`src/rtl/csvf_pkg.sv`:
```
// Shared types and constants for the CSV row field match filter.
`timescale 1ns / 1ps

package csvf_pkg;

    // Special text bytes
    localparam logic [7:0] NEWLINE_BYTE = 8'd10;
    localparam logic [7:0] COMMA_BYTE   = 8'd44;

    // Saturation points of the per-row counters
    localparam logic [7:0] FIELD_SAT = 8'd255;
    localparam logic [4:0] CHAR_SAT  = 5'd31;

    // Port widths fixed by the interface
    localparam int unsigned OUT_OFS_W  = 24;
    localparam int unsigned CFG_DATA_W = 64;
    localparam int unsigned CFG_IDX_W  = 2;

    // Configuration register indexes
    localparam logic [CFG_IDX_W-1:0] CFG_MATCH_COLUMN     = 2'd0;
    localparam logic [CFG_IDX_W-1:0] CFG_MATCH_LENGTH     = 2'd1;
    localparam logic [CFG_IDX_W-1:0] CFG_MATCH_BYTES_LOW  = 2'd2;
    localparam logic [CFG_IDX_W-1:0] CFG_MATCH_BYTES_HIGH = 2'd3;

    // Configuration as seen by the datapath
    typedef struct packed {
        logic [7:0]       column;
        logic [4:0]       length;
        logic [15:0][7:0] bytes;   // byte 0 in bits 7:0
    } t_cfg;

    // Compare results handed to the row tracker
    typedef struct packed {
        logic end_hit;     // field ending now is the selected one and equal
        logic next_equal;  // still-equal flag after taking a data byte
    } t_cmp;

    // One completed-row result
    typedef struct packed {
        logic [OUT_OFS_W-1:0] row_number;
        logic [OUT_OFS_W-1:0] row_first_offset;
        logic [OUT_OFS_W-1:0] row_newline_offset;
        logic [7:0]           fields_in_row;
        logic                 row_matches;
    } t_result;

endpackage

```
`src/rtl/csv_row_field_match_filter.sv`:
```
// Top level of the CSV row field match filter.
`timescale 1ns / 1ps

// Takes CSV text at one byte per clock: a byte transfer happens whenever i_valid
// is high and o_stall is low. Each newline yields one row result on the output
// channel, registered in the output register or, while that is held, in the skid
// entry; commas and data bytes yield nothing. The output register is backed
// by one skid entry, so o_stall rises only once the consumer has held off for a
// result while another newline arrived. Row offsets and the row number are
// OFFSET_BITS wide internally and saturate; the compared field must equal the
// match string byte for byte and have exactly match_length bytes. Configuration
// writes take effect on the next byte and should be made while the block is idle.
module csv_row_field_match_filter
    import csvf_pkg::*;
#(
    parameter int unsigned MAX_MATCH_BYTES = 16,
    parameter int unsigned OFFSET_BITS     = 24
) (
    input  logic                  i_clk,
    input  logic                  i_rst_n,
    // configuration
    input  logic                  i_cfg_we,
    input  logic [CFG_IDX_W-1:0]  i_cfg_index,
    input  logic [CFG_DATA_W-1:0] i_cfg_data,
    // text in
    input  logic                  i_valid,
    output logic                  o_stall,
    input  logic [7:0]            i_text_byte,
    input  logic                  i_start_of_text,
    // row results out
    output logic                  o_valid,
    input  logic                  i_stall,
    output logic [OUT_OFS_W-1:0]  o_row_number,
    output logic [OUT_OFS_W-1:0]  o_row_first_offset,
    output logic [OUT_OFS_W-1:0]  o_row_newline_offset,
    output logic [7:0]            o_fields_in_row,
    output logic                  o_row_matches
);

    t_cfg    r_cfg;
    logic    accept;
    logic    res_valid;
    t_result res, out_res;
    logic    full;

    // Configuration registers
    always_ff @(posedge i_clk) begin
        if (!i_rst_n) begin
            r_cfg <= '0;
        end else if (i_cfg_we) begin
            case (i_cfg_index)
                CFG_MATCH_COLUMN:     r_cfg.column       <= i_cfg_data[7:0];
                CFG_MATCH_LENGTH:     r_cfg.length       <= i_cfg_data[4:0];
                CFG_MATCH_BYTES_LOW:  r_cfg.bytes[7:0]   <= i_cfg_data;
                CFG_MATCH_BYTES_HIGH: r_cfg.bytes[15:8]  <= i_cfg_data;
                default: ;
            endcase
        end
    end

    assign o_stall = full;
    assign accept  = i_valid & ~full;

    csvf_row_track #(
        .MAX_MATCH_BYTES (MAX_MATCH_BYTES),
        .OFFSET_BITS     (OFFSET_BITS)
    ) u_row_track (
        .i_clk           (i_clk),
        .i_rst_n         (i_rst_n),
        .i_accept        (accept),
        .i_text_byte     (i_text_byte),
        .i_start_of_text (i_start_of_text),
        .i_cfg           (r_cfg),
        .o_res_valid     (res_valid),
        .o_res           (res)
    );

    csvf_out_stage u_out_stage (
        .i_clk       (i_clk),
        .i_rst_n     (i_rst_n),
        .i_res_valid (res_valid),
        .i_res       (res),
        .i_stall     (i_stall),
        .o_valid     (o_valid),
        .o_res       (out_res),
        .o_full      (full)
    );

    assign o_row_number         = out_res.row_number;
    assign o_row_first_offset   = out_res.row_first_offset;
    assign o_row_newline_offset = out_res.row_newline_offset;
    assign o_fields_in_row      = out_res.fields_in_row;
    assign o_row_matches        = out_res.row_matches;

    // A full skid entry implies the output register holds a result too
    a_skid_behind_out: assert property (@(posedge i_clk) disable iff (!i_rst_n)
        full |-> o_valid)
        else $error("skid entry full while output register empty");

    // A newline transfer always shows up as a pending result next cycle
    a_newline_result: assert property (@(posedge i_clk) disable iff (!i_rst_n)
        (accept && i_text_byte == NEWLINE_BYTE) |=> o_valid)
        else $error("newline transfer produced no result");

    // Every reported row has at least one field
    a_fields_nonzero: assert property (@(posedge i_clk) disable iff (!i_rst_n)
        o_valid |-> (o_fields_in_row != 8'd0))
        else $error("row result with zero fields");

    // A row never ends before it starts
    a_row_order: assert property (@(posedge i_clk) disable iff (!i_rst_n)
        o_valid |-> (o_row_first_offset <= o_row_newline_offset))
        else $error("row first offset past its newline offset");

endmodule

```
`src/rtl/csvf_field_cmp.sv`:
```
// Byte-wise comparison of the current field against the match string.
`timescale 1ns / 1ps

module csvf_field_cmp
    import csvf_pkg::*;
#(
    parameter int unsigned MAX_MATCH_BYTES = 16
) (
    input  logic [7:0] i_byte,
    input  logic [4:0] i_char_in_field,
    input  logic [7:0] i_field_index,
    input  logic       i_still_equal,
    input  t_cfg       i_cfg,
    output t_cmp       o_cmp
);

    localparam logic [4:0] MAX_BYTES = 5'(MAX_MATCH_BYTES);

    logic       len_ok;
    logic       char_in_range;
    logic [7:0] want_byte;

    // Lengths past the string store never match
    assign len_ok = (i_cfg.length <= MAX_BYTES);

    // Expected byte at this position; only used while position < length and < MAX_MATCH_BYTES
    assign char_in_range = (i_char_in_field < i_cfg.length) &&
                           (i_char_in_field < MAX_BYTES);
    assign want_byte     = i_cfg.bytes[i_char_in_field[3:0]];

    // Field end: selected column, exact length, all bytes equal so far
    assign o_cmp.end_hit = (i_field_index == i_cfg.column) &&
                           (i_char_in_field == i_cfg.length) &&
                           len_ok && i_still_equal;

    // Data byte: stays equal only inside the string and on a byte match
    assign o_cmp.next_equal = i_still_equal && char_in_range && (want_byte == i_byte);

endmodule

```
`src/rtl/csvf_row_track.sv`:
```
// Offset, row and field counters; forms one result per newline.
`timescale 1ns / 1ps

module csvf_row_track
    import csvf_pkg::*;
#(
    parameter int unsigned MAX_MATCH_BYTES = 16,
    parameter int unsigned OFFSET_BITS     = 24
) (
    input  logic       i_clk,
    input  logic       i_rst_n,
    input  logic       i_accept,
    input  logic [7:0] i_text_byte,
    input  logic       i_start_of_text,
    input  t_cfg       i_cfg,
    output logic       o_res_valid,
    output t_result    o_res
);

    localparam logic [OFFSET_BITS-1:0] CNT_MAX = '1;

    function automatic logic [OFFSET_BITS-1:0] sat_inc(input logic [OFFSET_BITS-1:0] v);
        sat_inc = (v == CNT_MAX) ? v : v + 1'b1;
    endfunction

    logic [OFFSET_BITS-1:0] r_byte_offset, n_byte_offset;
    logic [OFFSET_BITS-1:0] r_row_first,   n_row_first;
    logic [OFFSET_BITS-1:0] r_row_count,   n_row_count;
    logic [7:0]             r_field_index, n_field_index;
    logic [4:0]             r_char,        n_char;
    logic                   r_equal,       n_equal;
    logic                   r_row_matched, n_row_matched;

    // State as seen by this byte, after an optional start-of-text clear
    logic [OFFSET_BITS-1:0] e_byte_offset, e_row_first, e_row_count;
    logic [7:0]             e_field_index;
    logic [4:0]             e_char;
    logic                   e_equal, e_row_matched;

    logic       is_nl, is_comma, matched_now;
    t_cmp       cmp;
    logic [31:0] ext_row_count, ext_row_first, ext_byte_offset;

    always_comb begin
        if (i_start_of_text) begin
            e_byte_offset = '0;
            e_row_first   = '0;
            e_row_count   = '0;
            e_field_index = '0;
            e_char        = '0;
            e_equal       = 1'b1;
            e_row_matched = 1'b0;
        end else begin
            e_byte_offset = r_byte_offset;
            e_row_first   = r_row_first;
            e_row_count   = r_row_count;
            e_field_index = r_field_index;
            e_char        = r_char;
            e_equal       = r_equal;
            e_row_matched = r_row_matched;
        end
    end

    csvf_field_cmp #(
        .MAX_MATCH_BYTES (MAX_MATCH_BYTES)
    ) u_field_cmp (
        .i_byte          (i_text_byte),
        .i_char_in_field (e_char),
        .i_field_index   (e_field_index),
        .i_still_equal   (e_equal),
        .i_cfg           (i_cfg),
        .o_cmp           (cmp)
    );

    assign is_nl       = (i_text_byte == NEWLINE_BYTE);
    assign is_comma    = (i_text_byte == COMMA_BYTE);
    assign matched_now = e_row_matched | ((is_nl | is_comma) & cmp.end_hit);

    // Next-state update for one byte
    always_comb begin
        n_byte_offset = sat_inc(e_byte_offset);
        n_row_first   = e_row_first;
        n_row_count   = e_row_count;
        n_field_index = e_field_index;
        n_char        = e_char;
        n_equal       = e_equal;
        n_row_matched = matched_now;
        if (is_comma) begin
            n_field_index = (e_field_index == FIELD_SAT) ? e_field_index
                                                         : e_field_index + 8'd1;
            n_char        = '0;
            n_equal       = 1'b1;
        end else if (is_nl) begin
            n_row_count   = sat_inc(e_row_count);
            n_row_first   = sat_inc(e_byte_offset);
            n_field_index = '0;
            n_char        = '0;
            n_equal       = 1'b1;
            n_row_matched = 1'b0;
        end else begin
            n_equal = cmp.next_equal;
            n_char  = (e_char == CHAR_SAT) ? e_char : e_char + 5'd1;
        end
    end

    // Result fields, widened or narrowed to the port width
    assign ext_row_count   = 32'(e_row_count);
    assign ext_row_first   = 32'(e_row_first);
    assign ext_byte_offset = 32'(e_byte_offset);

    assign o_res_valid              = i_accept & is_nl;
    assign o_res.row_number         = ext_row_count[OUT_OFS_W-1:0];
    assign o_res.row_first_offset   = ext_row_first[OUT_OFS_W-1:0];
    assign o_res.row_newline_offset = ext_byte_offset[OUT_OFS_W-1:0];
    assign o_res.fields_in_row      = (e_field_index == FIELD_SAT) ? FIELD_SAT
                                                                   : e_field_index + 8'd1;
    assign o_res.row_matches        = matched_now;

    // State registers
    always_ff @(posedge i_clk) begin
        if (!i_rst_n) begin
            r_byte_offset <= '0;
            r_row_first   <= '0;
            r_row_count   <= '0;
            r_field_index <= '0;
            r_char        <= '0;
            r_equal       <= 1'b1;
            r_row_matched <= 1'b0;
        end else if (i_accept) begin
            r_byte_offset <= n_byte_offset;
            r_row_first   <= n_row_first;
            r_row_count   <= n_row_count;
            r_field_index <= n_field_index;
            r_char        <= n_char;
            r_equal       <= n_equal;
            r_row_matched <= n_row_matched;
        end
    end

endmodule

```
`src/rtl/csvf_out_stage.sv`:
```
// Result register with a skid entry, so input keeps flowing under output stall.
`timescale 1ns / 1ps

module csvf_out_stage
    import csvf_pkg::*;
(
    input  logic    i_clk,
    input  logic    i_rst_n,
    input  logic    i_res_valid,
    input  t_result i_res,
    input  logic    i_stall,
    output logic    o_valid,
    output t_result o_res,
    output logic    o_full
);

    logic    r_out_valid, r_skid_valid;
    t_result r_out, r_skid;
    logic    taken;

    assign taken   = r_out_valid & ~i_stall;
    assign o_valid = r_out_valid;
    assign o_res   = r_out;
    assign o_full  = r_skid_valid;

    // Control: skid fills only when a new result meets a stalled output
    always_ff @(posedge i_clk) begin
        if (!i_rst_n) begin
            r_out_valid  <= 1'b0;
            r_skid_valid <= 1'b0;
        end else if (r_skid_valid) begin
            if (taken) begin
                r_skid_valid <= 1'b0;
            end
        end else if (i_res_valid) begin
            if (r_out_valid && !taken) begin
                r_skid_valid <= 1'b1;
            end else begin
                r_out_valid <= 1'b1;
            end
        end else if (taken) begin
            r_out_valid <= 1'b0;
        end
    end

    // Payload
    always_ff @(posedge i_clk) begin
        if (r_skid_valid) begin
            if (taken) begin
                r_out <= r_skid;
            end
        end else if (i_res_valid) begin
            if (r_out_valid && !taken) begin
                r_skid <= i_res;
            end else begin
                r_out <= i_res;
            end
        end
    end

endmodule
```
`config.mk`:
```
export PLATFORM = sky130hd
export DESIGN_NAME = csv_row_field_match_filter
export DESIGN_NICKNAME = d
export VERILOG_FILES = /design/src/rtl/csvf_pkg.sv /design/src/rtl/csv_row_field_match_filter.sv /design/src/rtl/csvf_field_cmp.sv /design/src/rtl/csvf_row_track.sv /design/src/rtl/csvf_out_stage.sv
export SDC_FILE = /design/constraint.sdc
export NUM_CORES = 1
export LEC_CHECK = 0
export BUFFER_PORTS_ARGS = -buffer_cell sky130_fd_sc_hd__clkbuf_2
export CORE_MARGIN = 2
export CORE_UTILIZATION = 40
export CTS_CLUSTER_SIZE = 14
export DETAILED_ROUTE_END_ITERATION = 7
export REMOVE_ABC_BUFFERS = 1
export SYNTH_ARGS = -nofsm -noshare
export SYNTH_HDL_FRONTEND = slang
export SYNTH_HIERARCHICAL = 1
export SYNTH_SLANG_ARGS = --single-unit
```
`constraint.sdc`:
```
create_clock -name i_clk -period 8 [get_ports i_clk]
set_input_delay 0.4 -clock i_clk [delete_from_list [all_inputs] [get_ports i_clk]]
set_output_delay 0.4 -clock i_clk [all_outputs]
set_load 0.03 [all_outputs]
```
==> impl.org <==
** Outcome
- The run finished with clean final reports.

** STA
- Final worst slack :: 4.01 ns
- Setup TNS Final :: 0 ns
- Number of hold violations in the final report :: 0
- Min cycle time layout :: 3.99 ns
- On the final layout, the worst hold slack is 0.0814 ns.
- Headroom to the max-slew limit came out at 0.177.
- The number of pins with negative max-slew slack in the final report is 0.
- At the pin with the least slew margin, the transition time is 1.23 ns.
- Clk_skew :: 0.0195 ns
- Maximum clock frequency :: 250 MHz
- Period utilisation layout :: 0.499
- Setup violations remaining at the end of the flow were counted as 0.
- Setup repair after global routing left no endpoint under its margin.

** Clock tree
- Clock net sink count :: 392
- Clock Root Buffer :: sky130_fd_sc_hd__clkbuf_16
- Once the clock tree was built, the resizer swapped 0 gates to a different size.
- After clock tree synthesis, the flow added hold-fix buffers numbering 0.
- Num CTS Buffers :: 43
- The number of setup buffers added after CTS is 0.
- In this run the number of H-tree levels came out at 2.
- Clock tree from TritonCTS :: yes
- The clock passes through at most 3 buffers.
- After clock tree synthesis, the clock-pin slew on the worst setup and hold paths is 0.06 ns.
- Source-to-sink clock delay at the later pin of the worst-skew pair :: 0.58 ns

** GRT
- Pin count of the biggest net entering global routing :: 191
- Antenna violations before repair :: 0
- Global Route Usage Sum :: 0.179
- The total overflow left after global routing is 0.
- The first global-routing pass estimated 67400 um of wire.
- The number of global-route vias before repair is 12151.

** Yosys
- The number of different library cells used by synthesis comes to 90.
- Synthesized area :: 18100 um2
- By area the synthesized netlist is led by sky130_fd_sc_hd__edfxtp_1, sky130_fd_sc_hd__dfxtp_1, sky130_fd_sc_hd__mux2i_1.
- Of the synthesized area, sequential elements account for 0.522.
- Post-synth ARST share :: 0
- Portion of synthesized cell area occupied by the leading cell type :: 0.268
- For this run, the leading register cell type out of synthesis is sky130_fd_sc_hd__dfxtp_1.
- Post-synthesis sequential element count :: 392
- During synthesis, Yosys emitted a total of 6 warnings.
- Leading area contributor after synthesis :: sky130_fd_sc_hd__edfxtp_1
- Most numerous cell in the Yosys netlist :: sky130_fd_sc_hd__nand2_1
- The synthesized design contains 162 enable-type register cells.
- Post-synthesis cell count :: 1588
- Post-Syn Area per Cell :: 11.4 um2
- Leading cell types by count after synthesis :: sky130_fd_sc_hd__nand2_1, sky130_fd_sc_hd__dfxtp_1, sky130_fd_sc_hd__mux2i_1

** Power and ir drop
- Power comes to 4.25 mW.
- IR analysis of the VDD net gives a maximum drop of 164 uV.
- In this run the power density over the cells is 206 nW/um2.
- The analysis attributes to cell leakage a power of 7.72 nW.

** Flow run
- The tool flagged a number of max-cap violations equal to 0.

** Floorplanning
- In this run the vertical extent of the chip is 217 um.
- In this run the count of I/O pins placed on the die edge is 163.
- Die area :: 47100 um2
- The floorplan has 78 rows.
- Placeable Area :: 45100 um2
- Starting density of the core :: 0.402
- Width of the die :: 217 um

** Layout
- Area used by sequential logic in the layout :: 9470 um2
- Net total in the final layout :: 1800
- Final instance area :: 20700 um2
- Share of final-layout standard cells stronger than drive strength 1 :: 0.228
- The area growth from synthesis to layout is 13.9%.
- Total area of multi-input combinational cells :: 8020 um2
- Antenna fix cells :: 0
- Fillers :: 4195

** Drt
- Summed over all layers, the routed wires come to 42300 um.
- Antenna-violating nets left :: 0
- # DRC :: 0
- Dividing the detail-routed wire length by the instance count gives 18.0 um.
- The first routing iteration left 749 violations.
- Avg Vias per Cell :: 5.29
- The first detailed-routing pass ran for 4 iterations.
- Detailed-route via count :: 12383

** Placed design
- Port buffering added 162 buffers.
- Routability cong. :: 0.866
- Before CTS, the worst setup slack after placement is 3.92 ns.
- Placed wire-length estimate after detailed placement :: 28000 um
- Dpl cell area :: 19300 um2

** Worst setup path
- By startpoint and endpoint, the worst setup path is classified as register to register.
- In this run the critical register-to-register path is captured at u_out_stage/r_skid[54].
- Required time worst endpoint :: 8.21 ns
- R2r startpoint :: u_out_stage/o_full
- R2r setup slk :: 4.01 ns
- Critical path capture point type :: register
- Worst Reg2Reg Path Length in Cells :: 8
- Data arrives at the worst endpoint at 4.20 ns.
- Worst Setup SP :: u_out_stage/o_full
- Category of the worst setup path launch point :: register
- Along the worst path, the maximum fanout reaches 43.

** Hold path
- The min-delay analysis places its worst path in the category input port to register.
- Cells on Worst Hold Path :: 3
- Worst Hold Launch :: i_cfg_data[48]
- End point of the worst hold path :: r_cfg[112]
[sequential cells by signal, summed over array words and instances, names as in the netlist]
name and count:
u_row_track/r_row_count 24, u_row_track/r_row_matched 1, u_out_stage/o_res 81, u_row_track/r_byte_offset 24, u_row_track/r_row_first 24, u_row_track/r_equal 1
u_row_track/r_field_index 8, u_out_stage/o_valid 1, r_cfg 141, u_row_track/r_char 5, u_out_stage/r_skid 81, u_out_stage/o_full 1
[per-layer routing]
layer,wire length [um],share of wire,track usage,vias up
li1,-,-,-,6023
met1,19800,0.47,0.245,6019
met2,19600,0.46,0.290,280
met3,1920,0.045,0.0309,61
met4,967,0.023,0.0559,0
met5,0,0,0,-
[critical path: stages (launching register included)]
cell and delay (ns):
sky130_fd_sc_hd__dfxtp_4 0.47, sky130_fd_sc_hd__nor2b_2 0.15, sky130_fd_sc_hd__buf_4 0.35, sky130_fd_sc_hd__inv_1 0.10
sky130_fd_sc_hd__or4_4 0.66, sky130_fd_sc_hd__clkinv_8 0.11, sky130_fd_sc_hd__nand2b_1 0.15, sky130_fd_sc_hd__nor2_4 0.96
sky130_fd_sc_hd__buf_4 0.63
[stage by stage]
stage | instances | util
finish | 2342 | 0.458
CTS | 2342 | 0.458
global placement | 2265 | 0.428
global route | 2342 | 0.458
detailed placement | 2265 | 0.428
floorplan | 1486 | -
[kinds of logic (layout without fill, tap and decap cells)]
kind of cell               count (synthesis)  count (layout)  synth area share
DFF                                      392             392             0.522
buffers and inverters                    125             279            0.0388
AOI/OAI and AO/OA                        179             179            0.0693
muxes                                    283             283             0.188
and+or+nand+nor                          556             556             0.154
adders and majority gates                 10              10           0.00690
xor gates and xnor gates                  43              43            0.0208
[how the worst max path moves through the flow]
stage	end	slack (ns)
2_1_floorplan	u_out_stage/o_res[0]	-0.73
3_3_place_gp	u_out_stage/r_skid[54]	4.00
3_5_place_dp	u_out_stage/r_skid[30]	3.92
4_1_cts	u_out_stage/r_skid[54]	3.98
5_1_grt	u_out_stage/r_skid[54]	3.74
6_report	u_out_stage/r_skid[54]	4.01
[power by group]
part,total (mW),switching (mW),internal (mW)
clock network,1.93,0.805,1.13
registers,2.12,0.0190,2.10
logic,0.205,0.124,0.0807
[final cells by class]
type / instances / area share
multi-input cells: 1071 / 0.388
repair buffers: 179 / 0.0464
clock inverters: 14 / 0.00642
flip-flops and latches: 392 / 0.458
inverters: 23 / 0.00478
clock buffers: 63 / 0.0593
well taps: 600 / 0.0363
[layout by cell type, fill, tap and decap left out, types with 27 or more instances in the layout]
| cell | netlist | final |
|---|---|---|
| sky130_fd_sc_hd__edfxtp_1 | 162 | 162 |
| sky130_fd_sc_hd__clkbuf_2 | 0 | 160 |
| sky130_fd_sc_hd__xnor2_1 | 29 | 29 |
| sky130_fd_sc_hd__mux2i_1 | 163 | 163 |
| sky130_fd_sc_hd__a21oi_1 | 49 | 49 |
| sky130_fd_sc_hd__clkbuf_16 | 0 | 44 |
| sky130_fd_sc_hd__nand2_1 | 283 | 283 |
| sky130_fd_sc_hd__nor2b_1 | 82 | 77 |
| sky130_fd_sc_hd__dfxtp_1 | 230 | 229 |
| sky130_fd_sc_hd__nand3_1 | 28 | 27 |
| sky130_fd_sc_hd__nand4_1 | 31 | 31 |
| sky130_fd_sc_hd__o21ai_0 | 28 | 28 |
| sky130_fd_sc_hd__mux4_2 | 33 | 33 |
| sky130_fd_sc_hd__nor2_1 | 28 | 27 |
| sky130_fd_sc_hd__mux2_2 | 83 | 83 |
(Power assumes the default switching activity.)
